===== src/flash_record_ring_slot_manager_macros.svh =====
// ----------------------------------------------------------------------------
// flash record ring slot manager assertion macros
// shared assertion forms for the slot manager rtl
// ----------------------------------------------------------------------------
`ifndef FLASH_RECORD_RING_SLOT_MANAGER_MACROS_SVH
`define FLASH_RECORD_RING_SLOT_MANAGER_MACROS_SVH

// same-cycle implication, disabled while reset is asserted
`define FRRS_ASSERT_IMP(label, clk, rst_n, ante, cons, msg) \
    label: assert property (@(posedge clk) disable iff (!rst_n) (ante) |-> (cons)) \
        else $error(msg);

// next-cycle implication, disabled while reset is asserted
`define FRRS_ASSERT_NXT(label, clk, rst_n, ante, cons, msg) \
    label: assert property (@(posedge clk) disable iff (!rst_n) (ante) |=> (cons)) \
        else $error(msg);

`endif


===== src/frrs_pkg.sv =====
// ----------------------------------------------------------------------------
// frrs_pkg
// types, codes and defaults for the flash record ring slot manager
// ----------------------------------------------------------------------------
package frrs_pkg;

    localparam int SLOT_COUNT_DEF       = 256;
    localparam int SLOTS_PER_SECTOR_DEF = 4;

    // command modes
    localparam logic [2:0] MODE_SCAN   = 3'd0;
    localparam logic [2:0] MODE_FINISH = 3'd1;
    localparam logic [2:0] MODE_ALLOC  = 3'd2;
    localparam logic [2:0] MODE_NEXT   = 3'd3;
    localparam logic [2:0] MODE_MARK   = 3'd4;

    // stored slot status codes
    localparam logic [1:0] ST_EMPTY  = 2'd0;
    localparam logic [1:0] ST_DATA   = 2'd1;
    localparam logic [1:0] ST_BACKUP = 2'd2;
    localparam logic [1:0] ST_BAD    = 2'd3;

    typedef struct packed {
        logic [2:0]  mode;
        logic [7:0]  slot_index;
        logic [2:0]  slot_status;
        logic        record_valid;
        logic [31:0] record_sequence;
        logic [1:0]  new_status;
    } t_in_item;

    typedef struct packed {
        logic [7:0]  result_slot;
        logic        found;
        logic        erase_sector;
        logic        write_bad_mark;
        logic        ring_full;
        logic [31:0] assigned_sequence;
    } t_out_item;

    // status from the sector remainder unit
    typedef struct packed {
        logic done;
        logic zero;
    } t_mod_stat;

endpackage


===== src/frrs_ram.sv =====
// ----------------------------------------------------------------------------
// frrs_ram
// generic simple dual port ram, one write port, one registered read port
// ----------------------------------------------------------------------------
module frrs_ram #(
    parameter int WIDTH = 2,
    parameter int DEPTH = 256
) (
    input  logic                     i_clk,
    input  logic                     i_we,
    input  logic [$clog2(DEPTH)-1:0] i_waddr,
    input  logic [WIDTH-1:0]         i_wdata,
    input  logic [$clog2(DEPTH)-1:0] i_raddr,
    output logic [WIDTH-1:0]         o_rdata
);

    logic [WIDTH-1:0] r_mem [DEPTH];
    logic [WIDTH-1:0] r_rdata;

    always_ff @(posedge i_clk) begin
        if (i_we) begin
            r_mem[i_waddr] <= i_wdata;
        end
        r_rdata <= r_mem[i_raddr];
    end

    assign o_rdata = r_rdata;

endmodule


===== src/frrs_mod.sv =====
// ----------------------------------------------------------------------------
// frrs_mod
// sector start check of a slot index: reciprocal multiply, then multiply back
// ----------------------------------------------------------------------------
module frrs_mod
    import frrs_pkg::*;
#(
    parameter int VALUE_W = 8,
    parameter int DIVISOR = SLOTS_PER_SECTOR_DEF
) (
    input  logic               i_clk,
    input  logic               i_rst_n,
    input  logic               i_start,
    input  logic [VALUE_W-1:0] i_value,
    output t_mod_stat          o_stat
);

    localparam int DIV_W   = $clog2(DIVISOR) + 1;
    localparam int SHIFT   = VALUE_W + $clog2(DIVISOR);
    localparam int RECIP_W = SHIFT + 1;
    localparam int PROD_W  = VALUE_W + RECIP_W;
    localparam int BACK_W  = VALUE_W + DIV_W;
    // rounded-up reciprocal, exact quotient for every VALUE_W-bit value
    localparam logic [RECIP_W-1:0] RECIP = RECIP_W'((2 ** SHIFT + DIVISOR - 1) / DIVISOR);

    logic               r_busy;
    logic               r_done;
    logic               r_zero;
    logic [VALUE_W-1:0] r_val;
    logic [VALUE_W-1:0] r_quot;

    logic [PROD_W-1:0]  prod;
    logic [VALUE_W-1:0] quot;
    logic [BACK_W-1:0]  back;

    assign prod = PROD_W'(i_value) * PROD_W'(RECIP);
    assign quot = VALUE_W'(prod >> SHIFT);
    assign back = BACK_W'(r_quot) * BACK_W'(DIVISOR);

    always_ff @(posedge i_clk) begin
        if (!i_rst_n) begin
            r_busy <= 1'b0;
            r_done <= 1'b0;
        end else begin
            r_busy <= i_start;
            r_done <= r_busy;
        end
    end

    always_ff @(posedge i_clk) begin
        if (i_start) begin
            r_val  <= i_value;
            r_quot <= quot;
        end
        if (r_busy) begin
            r_zero <= (back == BACK_W'(r_val));
        end
    end

    assign o_stat.done = r_done;
    assign o_stat.zero = r_zero;

endmodule


===== src/flash_record_ring_slot_manager.sv =====
// ----------------------------------------------------------------------------
// flash_record_ring_slot_manager
// slot status ring with write head, read tail and sequence tracking
// ----------------------------------------------------------------------------
//  channel  | direction | handshake                 | payload
//  ---------+-----------+---------------------------+-----------------------
//  command  | in        | i_in_valid / o_in_stall   | i_in_data  (t_in_item)
//  result   | out       | o_out_valid / i_out_stall | o_out_data (t_out_item)
//
//  scan, finish, mark, unknown modes: the response state loads the result once the output is free
//  allocate: sector remainder unit, then SLOTS_PER_SECTOR erase writes at a
//  sector start (fewer at the ring end), a read and a check per slot walked, then the result is loaded
//  next_data: a read and a check per slot walked, the status ram read being the limit, then the result is loaded
//  after reset every slot of the status ram is cleared, commands stalled
//  one command at a time; a waiting result does not block the next command
// ----------------------------------------------------------------------------
`include "flash_record_ring_slot_manager_macros.svh"

module flash_record_ring_slot_manager
    import frrs_pkg::*;
#(
    parameter int SLOT_COUNT       = SLOT_COUNT_DEF,
    parameter int SLOTS_PER_SECTOR = SLOTS_PER_SECTOR_DEF
) (
    input  logic      i_clk,
    input  logic      i_rst_n,
    input  logic      i_in_valid,
    output logic      o_in_stall,
    input  t_in_item  i_in_data,
    output logic      o_out_valid,
    input  logic      i_out_stall,
    output t_out_item o_out_data
);

    localparam int SLOT_W = $clog2(SLOT_COUNT);
    localparam logic [SLOT_W-1:0] LAST = SLOT_W'(SLOT_COUNT - 1);

    localparam logic [2:0] S_CLR   = 3'd0;
    localparam logic [2:0] S_IDLE  = 3'd1;
    localparam logic [2:0] S_MOD   = 3'd2;
    localparam logic [2:0] S_ERASE = 3'd3;
    localparam logic [2:0] S_RD    = 3'd4;
    localparam logic [2:0] S_CHK   = 3'd5;
    localparam logic [2:0] S_RESP  = 3'd6;

    function automatic logic [SLOT_W-1:0] f_next(input logic [SLOT_W-1:0] s);
        return (s == LAST) ? '0 : SLOT_W'(s + 1'b1);
    endfunction

    logic [2:0]        r_state, n_state;
    logic [SLOT_W-1:0] r_cnt, n_cnt;
    logic [SLOT_W-1:0] r_cur, n_cur;
    logic [SLOT_W-1:0] r_start, n_start;
    logic [SLOT_W-1:0] r_head, n_head;
    logic [SLOT_W-1:0] r_tail, n_tail;
    logic              r_tail_unset, n_tail_unset;
    logic [31:0]       r_high, n_high;
    logic              r_is_alloc, n_is_alloc;
    logic              r_erase, n_erase;
    t_out_item         r_res, n_res;
    logic              r_out_valid, n_out_valid;
    t_out_item         r_out_data, n_out_data;

    logic              ram_we;
    logic [SLOT_W-1:0] ram_waddr;
    logic [1:0]        ram_wdata;
    logic [1:0]        ram_rdata;
    logic              mod_start;
    t_mod_stat         mod_stat;

    logic              in_xfer;
    logic              idx_ok;
    logic [SLOT_W-1:0] idx_addr;
    logic [SLOT_W-1:0] cur_next;
    logic [SLOT_W-1:0] erase_addr;
    logic              erase_last;
    logic              alloc_hit;
    logic [SLOT_W-1:0] alloc_slot;

    assign in_xfer    = i_in_valid && !o_in_stall;
    assign idx_ok     = 32'(i_in_data.slot_index) < 32'(SLOT_COUNT);
    assign idx_addr   = SLOT_W'(i_in_data.slot_index);
    assign cur_next   = f_next(r_cur);
    assign erase_addr = r_head + r_cnt;
    // stop at the sector end or at the end of the ring, whichever comes first
    assign erase_last = (32'(r_cnt) == 32'(SLOTS_PER_SECTOR - 1)) || (erase_addr == LAST);
    assign alloc_hit  = (ram_rdata == ST_EMPTY);
    // full ring: walk came back to the start slot and takes it anyway
    assign alloc_slot = alloc_hit ? r_cur : cur_next;

    frrs_ram #(
        .WIDTH (2),
        .DEPTH (SLOT_COUNT)
    ) u_status_ram (
        .i_clk   (i_clk),
        .i_we    (ram_we),
        .i_waddr (ram_waddr),
        .i_wdata (ram_wdata),
        .i_raddr (r_cur),
        .o_rdata (ram_rdata)
    );

    frrs_mod #(
        .VALUE_W (SLOT_W),
        .DIVISOR (SLOTS_PER_SECTOR)
    ) u_sector_mod (
        .i_clk   (i_clk),
        .i_rst_n (i_rst_n),
        .i_start (mod_start),
        .i_value (r_head),
        .o_stat  (mod_stat)
    );

    always_comb begin
        n_state      = r_state;
        n_cnt        = r_cnt;
        n_cur        = r_cur;
        n_start      = r_start;
        n_head       = r_head;
        n_tail       = r_tail;
        n_tail_unset = r_tail_unset;
        n_high       = r_high;
        n_is_alloc   = r_is_alloc;
        n_erase      = r_erase;
        n_res        = r_res;
        n_out_valid  = r_out_valid && i_out_stall;
        n_out_data   = r_out_data;
        ram_we       = 1'b0;
        ram_waddr    = r_cnt;
        ram_wdata    = ST_EMPTY;
        mod_start    = 1'b0;

        unique case (r_state)
            S_CLR: begin
                ram_we = 1'b1;
                if (r_cnt == LAST) begin
                    n_state = S_IDLE;
                end else begin
                    n_cnt = SLOT_W'(r_cnt + 1'b1);
                end
            end
            S_IDLE: begin
                if (in_xfer) begin
                    n_res   = '0;
                    n_erase = 1'b0;
                    n_state = S_RESP;
                    unique case (i_in_data.mode)
                        MODE_SCAN: begin
                            if (idx_ok) begin
                                ram_we    = 1'b1;
                                ram_waddr = idx_addr;
                                ram_wdata = ST_BAD;
                                if (i_in_data.slot_status == 3'(ST_EMPTY) ||
                                    i_in_data.slot_status == 3'(ST_BAD)) begin
                                    ram_wdata = i_in_data.slot_status[1:0];
                                end else if (i_in_data.slot_status == 3'(ST_DATA) ||
                                             i_in_data.slot_status == 3'(ST_BACKUP)) begin
                                    if (i_in_data.record_valid) begin
                                        ram_wdata = i_in_data.slot_status[1:0];
                                        if (r_high < i_in_data.record_sequence) begin
                                            n_high = i_in_data.record_sequence;
                                            n_head = f_next(idx_addr);
                                        end
                                        if (i_in_data.slot_status == 3'(ST_DATA) &&
                                            r_tail_unset) begin
                                            n_tail       = idx_addr;
                                            n_tail_unset = 1'b0;
                                        end
                                    end else begin
                                        n_res.write_bad_mark = 1'b1;
                                    end
                                end else begin
                                    n_res.write_bad_mark = 1'b1;
                                end
                            end
                        end
                        MODE_FINISH: begin
                            if (r_tail_unset) begin
                                n_tail       = r_head;
                                n_tail_unset = 1'b0;
                            end
                        end
                        MODE_ALLOC: begin
                            mod_start  = 1'b1;
                            n_is_alloc = 1'b1;
                            n_state    = S_MOD;
                        end
                        MODE_NEXT: begin
                            if (!r_tail_unset) begin
                                n_is_alloc = 1'b0;
                                n_cur      = r_tail;
                                n_start    = r_tail;
                                n_state    = S_RD;
                            end
                        end
                        MODE_MARK: begin
                            if (idx_ok) begin
                                ram_we       = 1'b1;
                                ram_waddr    = idx_addr;
                                ram_wdata    = i_in_data.new_status;
                                n_tail       = f_next(idx_addr);
                                n_tail_unset = 1'b0;
                            end
                        end
                        default: begin
                        end
                    endcase
                end
            end
            S_MOD: begin
                if (mod_stat.done) begin
                    if (mod_stat.zero) begin
                        n_erase = 1'b1;
                        n_cnt   = '0;
                        n_state = S_ERASE;
                    end else begin
                        n_cur   = r_head;
                        n_start = r_head;
                        n_state = S_RD;
                    end
                end
            end
            S_ERASE: begin
                ram_we    = 1'b1;
                ram_waddr = erase_addr;
                ram_wdata = ST_EMPTY;
                if (erase_last) begin
                    n_cur   = r_head;
                    n_start = r_head;
                    n_state = S_RD;
                end else begin
                    n_cnt = SLOT_W'(r_cnt + 1'b1);
                end
            end
            S_RD: begin
                // status of r_cur comes back on the next cycle
                n_state = S_CHK;
            end
            S_CHK: begin
                if (r_is_alloc) begin
                    if (alloc_hit || cur_next == r_start) begin
                        ram_we                  = 1'b1;
                        ram_waddr               = alloc_slot;
                        ram_wdata               = ST_DATA;
                        n_head                  = f_next(alloc_slot);
                        n_high                  = r_high + 32'd1;
                        n_res.result_slot       = 8'(alloc_slot);
                        n_res.erase_sector      = r_erase;
                        n_res.ring_full         = !alloc_hit;
                        n_res.assigned_sequence = r_high + 32'd1;
                        n_state                 = S_RESP;
                    end else begin
                        n_cur   = cur_next;
                        n_state = S_RD;
                    end
                end else begin
                    if (ram_rdata == ST_DATA) begin
                        n_res.found       = 1'b1;
                        n_res.result_slot = 8'(r_cur);
                        n_tail            = r_cur;
                        n_state           = S_RESP;
                    end else if (r_cur == r_head) begin
                        n_tail  = r_cur;
                        n_state = S_RESP;
                    end else begin
                        n_cur   = cur_next;
                        n_state = S_RD;
                    end
                end
            end
            S_RESP: begin
                if (!r_out_valid || !i_out_stall) begin
                    n_out_valid = 1'b1;
                    n_out_data  = r_res;
                    n_state     = S_IDLE;
                end
            end
            default: begin
                n_state = S_IDLE;
            end
        endcase
    end

    always_ff @(posedge i_clk) begin
        if (!i_rst_n) begin
            r_state      <= S_CLR;
            r_cnt        <= '0;
            r_head       <= '0;
            r_tail       <= '0;
            r_tail_unset <= 1'b1;
            r_high       <= '0;
            r_is_alloc   <= 1'b0;
            r_erase      <= 1'b0;
            r_out_valid  <= 1'b0;
        end else begin
            r_state      <= n_state;
            r_cnt        <= n_cnt;
            r_head       <= n_head;
            r_tail       <= n_tail;
            r_tail_unset <= n_tail_unset;
            r_high       <= n_high;
            r_is_alloc   <= n_is_alloc;
            r_erase      <= n_erase;
            r_out_valid  <= n_out_valid;
        end
    end

    always_ff @(posedge i_clk) begin
        r_cur      <= n_cur;
        r_start    <= n_start;
        r_res      <= n_res;
        r_out_data <= n_out_data;
    end

    assign o_in_stall  = (r_state != S_IDLE);
    assign o_out_valid = r_out_valid;
    assign o_out_data  = r_out_data;

    `FRRS_ASSERT_IMP(a_head_in_ring, i_clk, i_rst_n, 1'b1, r_head <= LAST, "write head outside ring")
    `FRRS_ASSERT_IMP(a_tail_in_ring, i_clk, i_rst_n, 1'b1, r_tail <= LAST, "read tail outside ring")
    `FRRS_ASSERT_NXT(a_xfer_leaves_idle, i_clk, i_rst_n, in_xfer, r_state != S_IDLE, "command not taken")
    `FRRS_ASSERT_IMP(a_load_from_resp, i_clk, i_rst_n, $rose(r_out_valid), $past(r_state) == S_RESP, "result without response")

endmodule

===== config.mk =====
export PLATFORM = sky130hd
export DESIGN_NAME = flash_record_ring_slot_manager
export DESIGN_NICKNAME = d
export VERILOG_FILES = /design/src/frrs_pkg.sv /design/src/frrs_ram.sv /design/src/frrs_mod.sv /design/src/flash_record_ring_slot_manager.sv
export VERILOG_INCLUDE_DIRS = /design/src /design/src/src
export SDC_FILE = /design/constraint.sdc
export NUM_CORES = 1
export LEC_CHECK = 0
export BUFFER_PORTS_ARGS = -buffer_cell sky130_fd_sc_hd__buf_2
export CORE_ASPECT_RATIO = 1.4
export CORE_UTILIZATION = 45
export DETAILED_ROUTE_END_ITERATION = 8
export SETUP_SLACK_MARGIN = 0.2
export SLEW_MARGIN = 15
export SYNTH_ARGS = -nofsm -noshare
export SYNTH_HDL_FRONTEND = slang
export SYNTH_SLANG_ARGS = --single-unit
export TNS_END_PERCENT = 30

===== constraint.sdc =====
create_clock -name i_clk -period 20.9 [get_ports i_clk]
set_input_delay 1.045 -clock i_clk [delete_from_list [all_inputs] [get_ports i_clk]]
set_output_delay 1.045 -clock i_clk [all_outputs]
set_load 0.02 [all_outputs]

# Word-level counts from Yosys, hierarchy flattened
# Memory sizes are Yosys's and may differ from the RTL's. A register that Yosys moved wholly into a read port is not among the register bits.
# Cells that the tools add are included.
[totals] register_bits=184 ramBits=512 in_bits=53 output_inout_bits=46 elab_cells=253 n_memories=1
[memory_table] name="u_status_ram.r_mem" words=256 word_bits=2 rd=1 rd_ports_with_merged_regs=1 write_ports=1 line_no="frrs_ram.sv:17" source="logic [WIDTH-1:0] r_mem [DEPTH];"
[op_classes] addsub=6 order_cmp=1 eq_ne=61 muxes=114 n_bitwise=1 reduce_logical=41
[op_table] cell="2-to-1 mux 8 bit" n=41
[op_table] cell="2-to-1 mux 32 bit" n=8
[op_table] cell="case mux 8 bit (3 select lines)" n=4
[op_table] cell="2-to-1 mux 33 bit" n=2
[op_table] cell="case mux 33 bit (2 select lines)" n=1
[op_table] cell="case mux 32 bit (2 select lines)" n=1
[op_table] cell="2-to-1 mux 44 bit" n=1
[op_table] cell="inequality test 2 bit (second input constant)" n=21
[op_table] cell="== test 8 bit (second input constant)" n=5
[op_table] cell="inequality test 3 bit (second input constant)" n=11
[op_table] cell="adder 32 x 1 -> 32 bit (second input constant)" n=1
[op_table] cell="adder 8 x 1 -> 8 bit (second input constant)" n=4
[op_table] cell="less-than comparator 32 bit" n=1
[op_table] cell="case mux 8 bit (2 select lines)" n=2
[op_table] cell="case mux 8 bit (4 select lines)" n=1
[op_table] cell="2-to-1 mux 1 bit" n=28
[op_table] cell="== test 8 bit" n=3
[op_table] cell="2-to-1 mux 3 bit" n=8
[op_table] cell="case mux 3 bit (7 select lines)" n=1
[op_table] cell="case mux 10 bit (2 select lines)" n=1
[op_table] cell="AND reduction 10 bit" n=2
[op_table] cell="AND reduction 4 bit" n=5
[op_table] cell="== test 3 x 2 -> 1 bit (second input constant)" n=6
[op_table] cell="2-to-1 mux 2 bit" n=7
[op_table] cell="27 further kinds" n=59

# Depth between registers and ports, before layout
[depth] ltp_word=9 depth_mapped=14 ltp_nobuf=12

# Cells and area by module
# From an unflattened synthesis, not the netlist that was laid out.
[unflattened] cells_unflattened=2417 hier_area_um2=31916.9
[modules_own_cells] module="frrs_ram" instances=1 cells_each=1242 area_per_inst_um2=21381.8 seq_area_each_um2=15414.8
[modules_own_cells] module="flash_record_ring_slot_manager" instances=1 cells_each=1165 area_per_inst_um2=10373.7 seq_area_each_um2=4384.2
[modules_own_cells] module="frrs_mod" instances=1 cells_each=10 area_per_inst_um2=161.4 seq_area_each_um2=130.1

# Worst setup path after synthesis
# OpenSTA, ideal clock, no wires.
[synth_timing] path_kind="flip-flop to flip-flop" start="register r_cur[1]" end="memory u_status_ram.r_mem[0][0], data pin" setup_time_ns=1.584 arrival_ns=8.608 required_ns=19.316 path_slack_ns=10.708 path_stages_with_launch=10 path_buffers=1 synth_period_minus_slack_ns=10.192 cell_sequence="edfxtp_1 -> ha_1 -> buf_2 -> a21oi_1 -> o31a_1 -> or3_4 -> a21o_1 -> o21ai_1 -> nand2_1 -> o22ai_1"
[synth_via] elab_chain_len=7 word_cells_on_any_way=8 cone_classes="1 x add/sub; 2 x eq/ne; 4 x mux; 1 x reduce/logical"
[synth_rtl] element="from (decl)" line_no="flash_record_ring_slot_manager.sv:52" source="logic [SLOT_W-1:0] r_cur, n_cur;"
[synth_rtl] element="from (signal assigned)" line_no="flash_record_ring_slot_manager.sv:309" source="r_cur <= n_cur;"
[synth_rtl] element="adder 8 x 1 -> 8 bit or == test 8 bit (tied branches)" line_no="flash_record_ring_slot_manager.sv:47" source="return (s == LAST) ? '0 : SLOT_W'(s + 1'b1);"
[synth_rtl] element="2-to-1 mux 8 bit (*)" line_no="flash_record_ring_slot_manager.sv:47"
[synth_rtl] element="== test 8 bit (*)" line_no="flash_record_ring_slot_manager.sv:241" source="if (alloc_hit || cur_next == r_start) begin"
[synth_rtl] element="logical OR 1 bit (*)" line_no="flash_record_ring_slot_manager.sv:241"
[synth_rtl] element="2-to-1 mux 1 bit (*)" line_no="flash_record_ring_slot_manager.sv:241"
[synth_rtl] element="2-to-1 mux 1 bit (*)" line_no="flash_record_ring_slot_manager.sv:240" source="if (r_is_alloc) begin"
[synth_rtl] element="case mux 2 bit (2 select lines) (*)" line_no="flash_record_ring_slot_manager.sv:133" source="unique case (r_state)"
[synth_rtl] element="via ram_wdata[0]" line_no="flash_record_ring_slot_manager.sv:66" source="logic [1:0] ram_wdata;"
[synth_rtl] element="to (decl)" line_no="frrs_ram.sv:17"
# The timed path passes the listed nets; every way through them passes the cells marked *.

# Worst setup path after layout
[layout_timing] start="register r_cur[1]" end="memory u_status_ram.r_mem[227][0], enable pin"
[layout_via] elab_chain_len=9 word_cells_on_any_way=14 cone_classes="1 x add/sub; 2 x eq/ne; 10 x mux; 1 x reduce/logical"
[layout_rtl] element="adder 8 x 1 -> 8 bit or == test 8 bit (tied branches)" line_no="flash_record_ring_slot_manager.sv:47"
[layout_rtl] element="2-to-1 mux 8 bit" line_no="flash_record_ring_slot_manager.sv:47"
[layout_rtl] element="== test 8 bit" line_no="flash_record_ring_slot_manager.sv:241"
[layout_rtl] element="logical OR 1 bit" line_no="flash_record_ring_slot_manager.sv:241"
[layout_rtl] element="2-to-1 mux 1 bit" line_no="flash_record_ring_slot_manager.sv:241"
[layout_rtl] element="2-to-1 mux 1 bit" line_no="flash_record_ring_slot_manager.sv:240"
[layout_rtl] element="case mux 1 bit (3 select lines)" line_no="flash_record_ring_slot_manager.sv:133"
[layout_rtl] element="2-to-1 mux 1 bit" line_no="frrs_ram.sv:21" source="if (i_we) begin"
[layout_rtl] element="2-to-1 mux 1 bit (not written as such)" line_no="frrs_ram.sv:22" source="r_mem[i_waddr] <= i_wdata;"
# Parallel ways exist; a longest one is shown, timed or not.

==> qor.json <==
{
  "sequential_power_share": 0.535,
  "ctsHtreeMaxLevel": 3,
  "netlist-cell-type-count": 77,
  "start_to_end_type_of_the_worst_setup_path": "register to register",
  "fp.dieArea_sq_mm": 0.0717,
  "die_h_um": 316,
  "cellLeakagePower_nw": 10.8,
  "timing.final.max_slew_violations": 0,
  "fmaxAchievable_mhz": 174,
  "ant_nets": 0,
  "hold_path.class": "register to register",
  "setup_viol": 0,
  "die_width_um": 227,
  "number_of_antenna_violations_at_the_first_check_in_global_routing": 1,
  "timing.critical_path.to_type": "register",
  "nets": 2614,
  "drcViolationCount": 0,
  "area.growth.synth_to_final_pct": 11.3,
  "core_area_sq_mm": 0.0695,
  "numCtsBuffers": 69,
  "syn-num-nets": 2582,
  "first_global_vias": 21300,
  "io-pin-count": 99,
  "dpl_worst_slack_ps": 15200,
  "critical_path_required_ps": 21200,
  "clock_insertion_delay_worst_skew_ps": 650,
  "power.density_mw_per_mm2": 77.9,
  "avg_cell_area_syn_sq_um": 12.8,
  "drv_cap": 0,
  "numPortBuffers": 98,
  "p_clk_frac": 0.446,
  "synthTopCellsByArea": "sky130_fd_sc_hd__edfxtp_1 (59%), sky130_fd_sc_hd__mux4_2 (5.8%), sky130_fd_sc_hd__nor2_1 (4.6%), sky130_fd_sc_hd__dfxtp_1 (4.2%), sky130_fd_sc_hd__mux2i_1 (4.0%)",
  "fin_crit_sh": 0.275,
  "ctsLongestPathBuffers": 3,
  "avgRoutedWirePerCell_um": 24.1,
  "placementRows": 114,
  "synth-seq-cells": 686,
  "grt_remaining_overflow": 0,
  "drt_first_iter_violations": 1526,
  "tritoncts_num_sinks": 686,
  "clock_tree_from_tritoncts": "built",
  "grt_setup_unrepaired": "false",
  "finClkSkew_ps": 36.4,
  "post_cts_hold_buffer_count": 0,
  "ys_warn_count": 0,
  "initial_utilization": 0.457,
  "synth-edff-count": 619,
  "timing.critical_path.arrival_ps": 6050,
  "routed_wl_mm": 84.3,
  "worst_setup_path_start_kind": "register",
  "power_mw": 2.76,
  "yosys.area.top_type_share": 0.585,
  "grt_first_pass_wirelength_mm": 127,
  "vias": 20700,
  "cts.root.buffer_cell": "sky130_fd_sc_hd__clkbuf_16",
  "via_per_inst": 5.91,
  "transition_at_the_pin_with_the_smallest_max_transition_slack_ps": 1290,
  "drive_above_1_share": 0.136,
  "drt_first_pass_iters": 5,
  "place.gp.congestion": 0.937,
  "finalCoreUtilization": 0.509,
  "ys.flop_type": "sky130_fd_sc_hd__edfxtp_1",
  "run_status": "complete, no violations",
  "final_critical_path_setup_slack_ps": 15150,
  "hpwl_mm": 53.9,
  "swShare": 0.207,
  "grt_util_all_layers": 0.238,
  "synth_top_area_cell": "sky130_fd_sc_hd__edfxtp_1",
  "asyncSetResetFlopFracSynth": 0,
  "layout_min_cycle_time_ps": 5750,
  "register_area_share_after_synthesis": 0.627,
  "clk_pin_slew_worst_paths_ps": 70,
  "share_comb_of_total_power": 0.018,
  "cp_max_fo": 50,
  "hold_violations": 0,
  "grt_max_degree": 257,
  "largest_voltage_drop_on_the_vdd_net_v": 0.0000486,
  "cts.repair.resized": 0,
  "internal_power_mw": 2.19,
  "timing.setup.tns_ps": 0,
  "total_switching_power_mw": 0.569,
  "synthesis.area_sq_mm": 0.0318,
  "postSynthCellCount": 2485,
  "max_slew_margin": 0.138,
  "post_cts_setup_repair_buffer_count": 0
}
## final cells by class
class | instances | area, sq um
Clock buffer | 82 | 1800
Clock inverter | 41 | 438
Sequential cell | 686 | 19900
Tap cell | 928 | 1160
Fill cell | 6023 | 34100
Multi-Input combinational cell | 1573 | 11000
Timing Repair Buffer | 135 | 806
Inverter | 52 | 195
Antenna cell | 1 | 2.50
## final timing paths
kind,from,to,slack (ps),cells after the start
worst min register to register,r_res[11]$_DFFE_PP_,o_out_data[11]$_DFFE_PP_,420,0
worst max-delay path,r_cur[1]$_DFFE_PP_,u_status_ram.r_mem[227][0]$_DFFE_PP_,15150,11
worst min-delay path,r_res[11]$_DFFE_PP_,o_out_data[11]$_DFFE_PP_,420,0
worst max register to register,r_cur[1]$_DFFE_PP_,u_status_ram.r_mem[227][0]$_DFFE_PP_,15150,11
## layer usage
layer,GRT usage,routed length (um),part of all wire
met5,0,0,0
met4,0.147,4990,0.059
met3,0.0309,4370,0.052
met2,0.425,43800,0.52
met1,0.269,31100,0.37
## cell usage after synthesis (12+ instances only)
| library cell | number |
|---|---|
| sky130_fd_sc_hd__a21oi_1 | 95 |
| sky130_fd_sc_hd__nor2b_1 | 24 |
| sky130_fd_sc_hd__buf_2 | 18 |
| sky130_fd_sc_hd__and3_1 | 12 |
| sky130_fd_sc_hd__nor4_1 | 13 |
| sky130_fd_sc_hd__nor2_1 | 386 |
| sky130_fd_sc_hd__xnor2_1 | 38 |
| sky130_fd_sc_hd__clkbuf_1 | 123 |
| sky130_fd_sc_hd__edfxtp_1 | 619 |
| sky130_fd_sc_hd__nor3_1 | 34 |
| sky130_fd_sc_hd__mux4_2 | 82 |
| sky130_fd_sc_hd__o22ai_1 | 56 |
| sky130_fd_sc_hd__o211ai_1 | 13 |
| sky130_fd_sc_hd__nand2_1 | 193 |
| sky130_fd_sc_hd__o31ai_1 | 22 |
| sky130_fd_sc_hd__nand3_1 | 48 |
| sky130_fd_sc_hd__nand2b_1 | 14 |
| sky130_fd_sc_hd__nand4_1 | 35 |
| sky130_fd_sc_hd__a211o_1 | 14 |
| sky130_fd_sc_hd__mux2i_1 | 126 |
| sky130_fd_sc_hd__buf_1 | 32 |
| sky130_fd_sc_hd__o221ai_1 | 54 |
| sky130_fd_sc_hd__a21o_1 | 22 |
| sky130_fd_sc_hd__inv_1 | 50 |
| sky130_fd_sc_hd__a211oi_1 | 19 |
| sky130_fd_sc_hd__xor2_1 | 33 |
| sky130_fd_sc_hd__a21boi_0 | 17 |
| sky130_fd_sc_hd__dfxtp_1 | 67 |
| sky130_fd_sc_hd__and2_1 | 17 |
| sky130_fd_sc_hd__ha_1 | 43 |
| sky130_fd_sc_hd__o21ai_0 | 48 |
## power by group through the flow
stage | Combinational (mW) | Sequential [mW] | Clock, mW
after floorplan | 0.0287 | 1.50 | 0
after global placement | 0.0496 | 1.50 | 0
after detailed placement | 0.0501 | 1.51 | 0
after CTS | 0.0503 | 1.48 | 1.26
after global routing | 0.0548 | 1.47 | 1.31
final | 0.0505 | 1.48 | 1.23
## sequential cells by signal, indices dropped and copies added (netlist names)
name                  flops
u_status_ram.r_mem      512
o_out_data               44
r_res                    44
r_high                   32
r_cnt                     8
r_cur                     8
r_head                    8
r_start                   8
r_tail                    8
r_state                   3
u_sector_mod.r_val        2
u_status_ram.o_rdata      2
o_out_valid               1
r_erase                   1
r_is_alloc                1
r_tail_unset              1
u_sector_mod.r_busy       1
u_sector_mod.r_done       1
u_sector_mod.r_zero       1
## cell usage in the layout, fill, tap and decap left out, types with 13 or more instances in the layout
cell type	n
sky130_fd_sc_hd__nand4_1	35
sky130_fd_sc_hd__o211ai_1	13
sky130_fd_sc_hd__and2_1	17
sky130_fd_sc_hd__ha_1	43
sky130_fd_sc_hd__buf_2	98
sky130_fd_sc_hd__a21oi_1	92
sky130_fd_sc_hd__a21boi_0	17
sky130_fd_sc_hd__o21ai_0	47
sky130_fd_sc_hd__edfxtp_1	619
sky130_fd_sc_hd__nor2b_1	24
sky130_fd_sc_hd__nor2_1	385
sky130_fd_sc_hd__o31ai_1	21
sky130_fd_sc_hd__nand3_1	48
sky130_fd_sc_hd__a21o_1	22
sky130_fd_sc_hd__nand2_1	192
sky130_fd_sc_hd__a211oi_1	19
sky130_fd_sc_hd__clkbuf_16	70
sky130_fd_sc_hd__mux4_2	82
sky130_fd_sc_hd__mux2i_1	126
sky130_fd_sc_hd__buf_4	34
sky130_fd_sc_hd__xor2_1	33
sky130_fd_sc_hd__nand2b_1	13
sky130_fd_sc_hd__inv_1	50
sky130_fd_sc_hd__xnor2_1	38
sky130_fd_sc_hd__o22ai_1	55
sky130_fd_sc_hd__o221ai_1	54
sky130_fd_sc_hd__a211o_1	14
sky130_fd_sc_hd__dfxtp_1	67
sky130_fd_sc_hd__clkinv_2	15
sky130_fd_sc_hd__nor3_1	34
## worst max-delay path, cell delays in order (launching register included)
cell	delay (ps)
sky130_fd_sc_hd__edfxtp_1	360
sky130_fd_sc_hd__buf_4	560
sky130_fd_sc_hd__ha_1	580
sky130_fd_sc_hd__nand4_1	280
sky130_fd_sc_hd__nor2_1	270
sky130_fd_sc_hd__o221ai_1	370
sky130_fd_sc_hd__a221oi_1	550
sky130_fd_sc_hd__o41a_1	230
sky130_fd_sc_hd__a211o_1	210
sky130_fd_sc_hd__nor2b_1	470
sky130_fd_sc_hd__nand4_1	1010
sky130_fd_sc_hd__nor2_1	490
## cell families after synthesis
kind of cell / share of synthesized area
and+or+nand+nor: 0.112
DFF: 0.627
AOI/OAI and AO/OA: 0.0961
buffers and inverters: 0.0275
muxes: 0.0982
xor gates and xnor gates: 0.0210
adders and majority gates: 0.0176
## through the flow
| stage | hold WS (ps) | std cells | cell area, sq um |
|---|---|---|---|
| finish | 416 | 3498 | 35400 |
| global route | 425 | 3498 | 35400 |
| CTS | 418 | 3497 | 35400 |
| detailed placement | 405 | 3374 | 33100 |
| floorplan | 400 | 2485 | 31800 |
| global placement | 402 | 3374 | 33100 |
Note: power is estimated with default switching activity, not from simulation.
